`src/alp_pkg.sv`:
```
// ----------------------------------------------------------------------------
// alp_pkg: shared definitions for the address lease pool
// Table depth, request kinds, lease states, sequencer steps and the
// microcode control store.
// ----------------------------------------------------------------------------
package alp_pkg;

    localparam int POOL_DEPTH = 16;
    localparam int IDX_W      = (POOL_DEPTH > 1) ? $clog2(POOL_DEPTH) : 1;
    localparam int CNT_W      = $clog2(POOL_DEPTH + 1);

    localparam logic [1:0] KIND_ADD     = 2'd0;
    localparam logic [1:0] KIND_OFFER   = 2'd1;
    localparam logic [1:0] KIND_ACQUIRE = 2'd2;
    localparam logic [1:0] KIND_RELEASE = 2'd3;

    localparam logic [1:0] LS_FREE     = 2'd0;
    localparam logic [1:0] LS_OFFERED  = 2'd1;
    localparam logic [1:0] LS_ACQUIRED = 2'd2;
    localparam logic [1:0] LS_RELEASED = 2'd3;

    typedef logic [2:0] t_step;
    typedef logic [2:0] t_op;

    localparam t_step S_IDLE     = 3'd0;
    localparam t_step S_ADD_SCAN = 3'd1;
    localparam t_step S_ADD_PUT  = 3'd2;
    localparam t_step S_OFFER    = 3'd3;
    localparam t_step S_FIND     = 3'd4;
    localparam t_step S_PASS     = 3'd5;
    localparam t_step S_FAIL     = 3'd6;

    localparam t_op OP_WAIT       = 3'd0;
    localparam t_op OP_ADD_SCAN   = 3'd1;
    localparam t_op OP_ADD_PUT    = 3'd2;
    localparam t_op OP_OFFER_SCAN = 3'd3;
    localparam t_op OP_FIND_SCAN  = 3'd4;
    localparam t_op OP_RESP_OK    = 3'd5;
    localparam t_op OP_RESP_FAIL  = 3'd6;

    typedef struct packed {
        t_op   op;
        t_step go_hit;
        t_step go_end;
    } t_uword;

    function automatic t_uword f_ucode(input t_step step);
        t_uword w;
        unique case (step)
            S_IDLE:     w = '{op: OP_WAIT,       go_hit: S_IDLE, go_end: S_IDLE};
            S_ADD_SCAN: w = '{op: OP_ADD_SCAN,   go_hit: S_FAIL, go_end: S_ADD_PUT};
            S_ADD_PUT:  w = '{op: OP_ADD_PUT,    go_hit: S_PASS, go_end: S_FAIL};
            S_OFFER:    w = '{op: OP_OFFER_SCAN, go_hit: S_PASS, go_end: S_FAIL};
            S_FIND:     w = '{op: OP_FIND_SCAN,  go_hit: S_PASS, go_end: S_FAIL};
            S_PASS:     w = '{op: OP_RESP_OK,    go_hit: S_IDLE, go_end: S_IDLE};
            S_FAIL:     w = '{op: OP_RESP_FAIL,  go_hit: S_IDLE, go_end: S_IDLE};
            default:    w = '{op: OP_WAIT,       go_hit: S_IDLE, go_end: S_IDLE};
        endcase
        return w;
    endfunction

endpackage

```
`src/address_lease_pool_unit.sv`:
```
// ----------------------------------------------------------------------------
// address_lease_pool_unit: lease table with a microcoded scan sequencer
// Add, offer, acquire and release requests over a table of address entries.
// ----------------------------------------------------------------------------
// A request is taken when start is high and busy is low; busy then stays high
// until the result strobe o_done rises, and a new request may be issued in
// that same cycle. The sequencer walks the valid entries one per cycle; an
// offer, acquire or release stops at the first matching entry, and an add
// scans every valid entry for a duplicate before it writes back. Each
// result is shown for exactly one cycle on o_done; the receiver cannot stall
// it. The table is empty after reset; valid entries are tracked by a fill
// count, so no clearing pass is needed.
module address_lease_pool_unit
    import alp_pkg::*;
(
    input  logic        i_clk,
    input  logic        i_rst_n,
    input  logic        start,
    output logic        busy,
    input  logic [1:0]  i_kind,
    input  logic [47:0] i_client_mac,
    input  logic [31:0] i_address,
    output logic        o_done,
    output logic        o_ok,
    output logic [31:0] o_offered_address
);

    logic [31:0] r_entry_address [POOL_DEPTH];
    logic [47:0] r_entry_mac     [POOL_DEPTH];
    logic [1:0]  r_entry_state   [POOL_DEPTH];

    t_step            r_step, n_step;
    logic [CNT_W-1:0] r_count, n_count;
    logic [CNT_W-1:0] r_pos, n_pos;
    logic [1:0]       r_kind, n_kind;
    logic [47:0]      r_mac, n_mac;
    logic [31:0]      r_ip, n_ip;
    logic [31:0]      r_ip_out, n_ip_out;
    logic             r_done, n_done;
    logic             r_ok, n_ok;
    logic [31:0]      r_offered, n_offered;

    t_uword           uw;
    logic [IDX_W-1:0] pos_idx;
    logic [31:0]      e_addr;
    logic [47:0]      e_mac;
    logic [1:0]       e_state;
    logic             at_end;
    logic             mac_hit;
    logic             hit;

    logic             wr_new;
    logic             wr_state;
    logic             wr_mac;
    logic [IDX_W-1:0] wr_idx;
    logic [1:0]       wr_state_val;

    assign uw      = f_ucode(r_step);
    assign pos_idx = r_pos[IDX_W-1:0];
    assign e_addr  = r_entry_address[pos_idx];
    assign e_mac   = r_entry_mac[pos_idx];
    assign e_state = r_entry_state[pos_idx];
    assign at_end  = (r_pos >= r_count);
    assign mac_hit = (e_mac == r_mac);

    always_comb begin
        unique case (uw.op)
            OP_ADD_SCAN:   hit = (e_addr == r_ip) || mac_hit;
            OP_ADD_PUT:    hit = (r_count != CNT_W'(POOL_DEPTH));
            OP_OFFER_SCAN: hit = (((e_state == LS_ACQUIRED) || (e_state == LS_OFFERED))
                                  && mac_hit)
                                 || (e_state == LS_FREE) || (e_state == LS_RELEASED);
            OP_FIND_SCAN:  hit = mac_hit;
            default:       hit = 1'b0;
        endcase
    end

    always_comb begin
        n_step       = r_step;
        n_count      = r_count;
        n_pos        = r_pos;
        n_kind       = r_kind;
        n_mac        = r_mac;
        n_ip         = r_ip;
        n_ip_out     = r_ip_out;
        n_done       = 1'b0;
        n_ok         = r_ok;
        n_offered    = r_offered;
        wr_new       = 1'b0;
        wr_state     = 1'b0;
        wr_mac       = 1'b0;
        wr_idx       = pos_idx;
        wr_state_val = LS_OFFERED;

        unique case (uw.op)
            OP_WAIT: begin
                if (start) begin
                    n_kind   = i_kind;
                    n_mac    = i_client_mac;
                    n_ip     = i_address;
                    n_ip_out = '0;
                    n_pos    = '0;
                    unique case (i_kind) inside
                        KIND_ADD:                   n_step = S_ADD_SCAN;
                        KIND_OFFER:                 n_step = S_OFFER;
                        KIND_ACQUIRE, KIND_RELEASE: n_step = S_FIND;
                        default:                    n_step = S_FIND;
                    endcase
                end
            end
            OP_ADD_PUT: begin
                wr_idx = r_count[IDX_W-1:0];
                if (hit) begin
                    wr_new  = 1'b1;
                    n_count = r_count + 1'b1;
                    n_step  = uw.go_hit;
                end else begin
                    n_step = uw.go_end;
                end
            end
            OP_ADD_SCAN, OP_OFFER_SCAN, OP_FIND_SCAN: begin
                if (at_end) begin
                    n_step = uw.go_end;
                end else if (hit) begin
                    n_step = uw.go_hit;
                    if (uw.op == OP_OFFER_SCAN) begin
                        wr_state     = 1'b1;
                        wr_mac       = 1'b1;
                        wr_state_val = LS_OFFERED;
                        n_ip_out     = e_addr;
                    end else if (uw.op == OP_FIND_SCAN) begin
                        wr_state     = 1'b1;
                        wr_state_val = (r_kind == KIND_ACQUIRE) ? LS_ACQUIRED : LS_RELEASED;
                    end
                end else begin
                    n_pos = r_pos + 1'b1;
                end
            end
            OP_RESP_OK: begin
                n_done    = 1'b1;
                n_ok      = 1'b1;
                n_offered = r_ip_out;
                n_step    = uw.go_hit;
            end
            OP_RESP_FAIL: begin
                n_done    = 1'b1;
                n_ok      = 1'b0;
                n_offered = '0;
                n_step    = uw.go_hit;
            end
            default: begin
                n_step = S_IDLE;
            end
        endcase
    end

    always_ff @(posedge i_clk) begin
        if (!i_rst_n) begin
            r_step  <= S_IDLE;
            r_count <= '0;
            r_pos   <= '0;
            r_done  <= 1'b0;
        end else begin
            r_step  <= n_step;
            r_count <= n_count;
            r_pos   <= n_pos;
            r_done  <= n_done;
        end
    end

    always_ff @(posedge i_clk) begin
        r_kind    <= n_kind;
        r_mac     <= n_mac;
        r_ip      <= n_ip;
        r_ip_out  <= n_ip_out;
        r_ok      <= n_ok;
        r_offered <= n_offered;
    end

    always_ff @(posedge i_clk) begin
        if (wr_new) begin
            r_entry_address[wr_idx] <= r_ip;
            r_entry_mac[wr_idx]     <= r_mac;
            r_entry_state[wr_idx]   <= LS_FREE;
        end else begin
            if (wr_state) begin
                r_entry_state[wr_idx] <= wr_state_val;
            end
            if (wr_mac) begin
                r_entry_mac[wr_idx] <= r_mac;
            end
        end
    end

    assign busy              = (r_step != S_IDLE);
    assign o_done            = r_done;
    assign o_ok              = r_ok;
    assign o_offered_address = r_offered;

`ifndef SYNTHESIS
    a_count_bound: assert property (@(posedge i_clk) disable iff (!i_rst_n)
        r_count <= CNT_W'(POOL_DEPTH))
        else $error("fill count exceeds table depth");

    a_pos_bound: assert property (@(posedge i_clk) disable iff (!i_rst_n)
        r_pos <= r_count)
        else $error("scan position past fill count");

    a_done_idle: assert property (@(posedge i_clk) disable iff (!i_rst_n)
        o_done |-> !busy)
        else $error("result strobe while sequencer busy");

    a_take_busy: assert property (@(posedge i_clk) disable iff (!i_rst_n)
        (start && !busy) |=> (busy && !o_done))
        else $error("accepted request did not start the sequencer");

    a_fail_zero: assert property (@(posedge i_clk) disable iff (!i_rst_n)
        (o_done && !o_ok) |-> (o_offered_address == 32'd0))
        else $error("failed request carries an address");

    a_count_step: assert property (@(posedge i_clk) disable iff (!i_rst_n)
        (r_count != $past(r_count)) |-> ($past(r_step) == S_ADD_PUT))
        else $error("fill count changed outside add write-back");
`endif

endmodule
```
`config.mk`:
```
export PLATFORM = sky130hd
export DESIGN_NAME = address_lease_pool_unit
export DESIGN_NICKNAME = d
export VERILOG_FILES = /design/src/alp_pkg.sv /design/src/address_lease_pool_unit.sv
export SDC_FILE = /design/constraint.sdc
export NUM_CORES = 1
export LEC_CHECK = 0
export ABC_AREA = 0
export BUFFER_PORTS_ARGS = -buffer_cell sky130_fd_sc_hd__buf_4
export CORE_ASPECT_RATIO = 0.7
export CORE_MARGIN = 2
export CORE_UTILIZATION = 56
export DETAILED_ROUTE_END_ITERATION = 6
export GPL_TIMING_DRIVEN = 0
export PLACE_DENSITY_LB_ADDON = 0.1
export SYNTH_ARGS = -nofsm -noshare
export SYNTH_HDL_FRONTEND = slang
export SYNTH_SLANG_ARGS = --single-unit
export TNS_END_PERCENT = 30
```
`constraint.sdc`:
```
create_clock -name i_clk -period 6.44 [get_ports i_clk]
set_input_delay 0 -clock i_clk [delete_from_list [all_inputs] [get_ports i_clk]]
set_output_delay 0 -clock i_clk [all_outputs]
set_load 0.02 [all_outputs]
```
* Yosys cells after proc, flatten, opt, wreduce, memory -nomap -nowiden *
Memories as Yosys holds them, arrays and structs flattened. A register that Yosys moved wholly into a read port is not among the register bits.
Index checks and enable logic that the tools add are counted.

storage, ports and cells
  bits in registers = 161
  bits in latches = 0
  RAM bits = 1312
  memory bits (read-only) = 0
  memories = 3

memory list
  name             depth  bits a word  rd ports  clocked after Yosys merged registers in  wr ports  line                           source
  r_entry_mac      16     48           1         1                                        1         address_lease_pool_unit.sv:29  logic [47:0] r_entry_mac [POOL_DEPTH];
  r_entry_address  16     32           1         1                                        1         address_lease_pool_unit.sv:28  logic [31:0] r_entry_address [POOL_DEPTH];
  r_entry_state    16     2            1         1                                        1         address_lease_pool_unit.sv:30  logic [1:0] r_entry_state [POOL_DEPTH];

operators by class
  $add $sub $neg = 2
  multiply operators = 0
  div/mod/pow operators = 0
  magnitude comparators = 1
  equality and inequality tests = 26
  shifts and indexed selects = 0
  mux-type cells = 54
  bitwise logic cells = 2
  reduce and logical (&&, ||, !) cells = 18

operator list
  operator             number
  $mux 32              4
  $pmux 32 s2          2
  $pmux 9 s6           1
  $eq 48x48->1         1
  $mux 48              1
  $eq 32x32->1         1
  $mux 4               7
  $mux 1               21
  $eq 3x3->1 const B   6
  $mux 5               3
  $eq 3x2->1 const B   4
  $mux 2               6
  $mux 3               4
  $pmux 3 s4           1
  $add 5x1->5 const B  2
  $ne 2x2->1 const B   5
  $pmux 5 s2           1
  $eq 2x2->1 const B   3
  $eq 3x1->1 const B   2
  $pmux 3 s2           1
  $reduce_and 2->1     3
  $ge 5x5->1           1
  $ne 5x5->1 const B   1
  $reduce_and 5->1     1
  other kinds (14)     21

* Depth between registers and ports, before layout *
  word-level depth = 13
  gate-level depth with buffers = 21

* Worst setup path before layout *
Ideal clock, no wire load.

  path kind = flip-flop to flip-flop
  from = register with a tool-made name
  to = memory r_entry_mac[0][0] (enable)
  library setup time = 0.469 ns
  data arrival time = 6.493 ns
  required time = 5.971 ns
  slack = -0.522 ns
  stages on the path, launching flop included = 21
  buffers on the path = 8
  period minus slack after synthesis = 6.962 ns
  cells stage by stage = dfxtp_1 -> buf_6 -> buf_6 -> buf_4 -> buf_4 -> buf_4 -> buf_2 -> buf_2 -> mux4_2 -> mux4_2 -> inv_1 -> ha_1 -> o21ai_0 -> a21oi_1 -> o21ai_0 -> a2111oi_0 -> and4b_1 -> and4_1 -> buf_2 -> o31ai_1 -> a21oi_1

RTL lines
  item           line
  end, declared  address_lease_pool_unit.sv:29

==> parameters.txt <==
Parameter                              Value

Status
  Status    complete, but fails checks
  Violated checks    capacitance limit

Timing
  Maximum frequency from static timing analysis    158 MHz
  Relative slew margins    0.883%
  Sum of negative setup slack    0 ns
  Setup violators final    0
  Worst setup skew after layout    0.0312 ns
  Setup repair after global routing missed its margin    no
  Final number of max-transition violations    0
  Transition time at the pin with the least slew margin    1.48 ns
  Worst-case setup margin in the final layout    0.112 ns
  Fin. Hold Viols    0
  Final critical delay including setup and external delays    6.33 ns
  Portion of the clock cycle consumed by the worst path in the final layout    98.3%

Placement
  Hpwl dp    106000 µm
  Global placement routability congestion    0.878
  Inst Count DP    4268
  Total of buffers placed on input and output ports    118
  Worst setup slack after placement    -2.96 ns

Critical path
  Critical path launch point type    flop
  Data required time of the worst path    6.91 ns
  Worst reg2reg path endpoint    r_entry_mac[5][5]
  Capture point of the critical path    r_entry_mac[5][5]
  Max FO, Critical Path    19
  Worst reg2reg setup slack    0.11 ns
  Type of element capturing the critical path    flop
  CP Data Arrival Time    6.79 ns
  Critical path type    flop to flop
  Length in cells of the worst reg-to-reg path    22

Clock network
  Root Driver    clkbuf_16
  Clock tree from TritonCTS    done
  Clock buffer count from CTS    137
  CTS Sinks    1477
  Max H-tree Level    4
  Clock network latency to the later pin of the worst-skew pair    0.78 ns
  Clock input transition at the sequential cells of the worst setup and hold paths    0.06 ns
  Deepest clock path buffer count    3

Global routing
  First-pass GRT wire length    231000 µm
  Number of antenna violations at the first check in global routing    6
  Maximum number of pins on one net before global-route repair    45
  Total Routing Usage GR    31.9%
  Remaining Overflow, GRT    0
  Via count of the first global-routing pass    29800

Logic synthesis
  Cell Area, Synth    57700 µm²
  Number of nets produced by synthesis    2834
  Number of warning messages in the yosys log    0
  Netlist cell types    59
  Sequential area share after synthesis    76.6%
  Dominant synthesized flop cell    edfxtp_1
  FFs w/ async S/R, synth    0%
  Yosys reg bits    1477
  Number of flops mapped to enable cells by yosys    1459
  Gate count of the mapped netlist    2739
  Post-Syn Area per Cell    21.1 µm²

Die
  Count of boundary I/O pins    120
  Initial standard-cell utilization of the core    56.5%
  Core footprint    102000 µm²
  Die Wd    388 µm
  Die Footprint    106000 µm²
  Cell row count    98
  Y dimension of the die    273 µm

Final layout
  Number of nets at the end of the flow    3344
  Area delta synth->final    18.5%
  Post-layout instance count excluding filler cells    4704
  Ratio of cells with drive above 1 in the final layout    26.2%
  Total inserted antenna cells    0

Detailed routing
  Initial drt markers    5454
  Count of nets left with antenna violations after detail routing    0
  Routed WL per cell    35.3 µm
  Post-route DRC    0
  Count of vias placed by the detailed router    31000
  Final routed wirelength across all metal layers    166000 µm
  Number of iterations in the first detailed-routing pass    5
  Via-to-Cell Ratio    6.59

Power
  Power density over the cells    333 nW/µm²
  Largest voltage drop on the vdd net    0.231 mV
  Static Leak    21.5 nW

Worst hold path
  Worst min-delay path startpoint    i_rst_n
  Path type of the worst min-delay path    input port to flop

Flow run
  Max-cap violations    1
## metrics by stage
stage	cell area [µm²]	hold slack, ns	utilization [%]	total power, mW
floorplan	57700	0.0989	-	13.6
global route	68400	0.305	66.9	23.4
detailed placement	61900	0.179	60.6	14.8
finish	68400	0.283	66.9	22.8
CTS	68300	0.227	66.9	22.7
global placement	60300	0.178	59.0	14.6
## flip-flops by register name (all words and copies together), names as in the netlist, named ones only
signal and flops:
o_done 1, o_offered_address 32, o_ok 1, r_count 5
r_entry_address 512, r_entry_mac 768, r_entry_state 32, r_ip 32
r_ip_out 32, r_kind 2, r_mac 48, r_pos 5
r_step 3
## worst min path at each step
stage / end / slack [ns] / cells past startpoint
global route: flop / 0.30 / 3
floorplan: r_ip[0] / 0.1 / 0
CTS: flop / 0.23 / 3
global placement: r_mac[47] / 0.18 / 1
detailed placement: r_mac[34] / 0.18 / 1
finish: r_pos[1] / 0.28 / 3
## where the power goes
part	switching, mW	internal [mW]	total (mW)	leakage [nW]
logic	1.49	0.903	2.40	6.16
registers	0.737	11.7	12.4	13.3
clock network	3.53	4.43	7.97	2.11
## routing by layer
layer	GRT usage, %	part of all wire (%)
met2	45.6	44
met4	7.05	1.8
met3	8.47	14
met5	0	0
met1	49.9	41
## worst max-delay path, stage by stage (launching register included)
cell and delay (ns):
dfxtp_1 0.34, buf_4 0.26, buf_6 0.28, buf_12 0.26
buf_6 0.27, buf_6 0.28, buf_6 0.27, mux4_2 0.56
inv_1 0.08, ha_1 0.14, o21ai_0 0.15, a21oi_2 0.44
o21ai_1 0.17, a2111oi_4 0.32, and4b_2 0.36, and4_4 0.29
buf_4 0.21, o31ai_2 0.15, buf_4 0.27, o21ai_4 0.20
buf_16 0.20, buf_12 0.22, buf_16 0.18
## Yosys cell counts, types with 16 or more instances
cell	number	area share, %
mux2_2	34	0.66
a211oi_1	16	0.21
buf_6	22	0.43
and2_1	38	0.41
dfxtp_1	18	0.62
o21ai_1	24	0.21
nor2b_1	25	0.27
xor2_1	68	1.0
buf_2	40	0.35
inv_1	28	0.18
clkbuf_1	22	0.14
o22ai_1	16	0.17
buf_4	32	0.42
xnor2_1	62	0.94
nor2_1	57	0.37
nand2_1	89	0.58
mux4_2	290	11
nor3_1	18	0.16
mux2i_1	142	2.5
a21oi_1	40	0.35
nand3_1	17	0.15
edfxtp_1	1459	76
o21ai_0	24	0.21
## cells by family (layout without fill, tap and decap cells)
kind of cell,Yosys count,count (layout),share of synthesized area [%]
AO/OA/AOI/OAI,206,206,2.43
AND/OR/NAND/NOR,288,288,2.46
buffers and inverters,156,771,1.64
flip-flops,1477,1477,76.6
XOR/XNOR,130,130,1.97
multiplexers,472,472,14.7
adder cells (fa/ha/maj),10,10,0.217
## cell type report
cell class / instances / area, µm²
clock inverter: 70 / 578
inverter: 28 / 110
buffer: 123 / 996
tap: 1350 / 1690
sequential: 1477 / 44200
fill: 6551 / 33800
multi-input combinational: 1106 / 12900
timing repair buffer: 376 / 4220
clock buffer: 174 / 3740
## placed cells by master (no fill, tap or decap), types with 8 or more instances in the layout
cell type      count
ha_1              10
clkbuf_16        144
dlygate4sd3_1    167
buf_2             24
inv_6              8
buf_6             25
nor2_1            52
xor2_1            67
nand4_1           11
a221oi_1          15
inv_1             15
a22oi_1           13
o21ai_1           14
edfxtp_1        1459
buf_16            21
buf_4            174
clkinv_1          24
bufinv_16          8
o22ai_1           16
xnor2_1           62
a22o_1            12
nor2b_1           24
nand2_1           88
o21ai_0           23
clkbuf_1          50
a21oi_1           33
mux4_2           290
clkinv_2          23
o21ai_4           11
nand3_1           17
mux2_2            34
mux2i_1          142
and2_1            37
inv_2             12
buf_12            53
a211oi_1          16
dfxtp_1           17
nand2b_1          11
a31oi_1            8
nor3_1            18
## what timing repair did
item / CTS / global route
pin swaps: 14 / 3
buffers inserted: 31 / 0
gates cloned: 0 / 0
resized for setup: 69 / 10
endpoints found under the hold margin: 100 / 0
hold buffers: 167 / 0
endpoints found under the setup margin: 876 / 267
(Power assumes the default switching activity.)
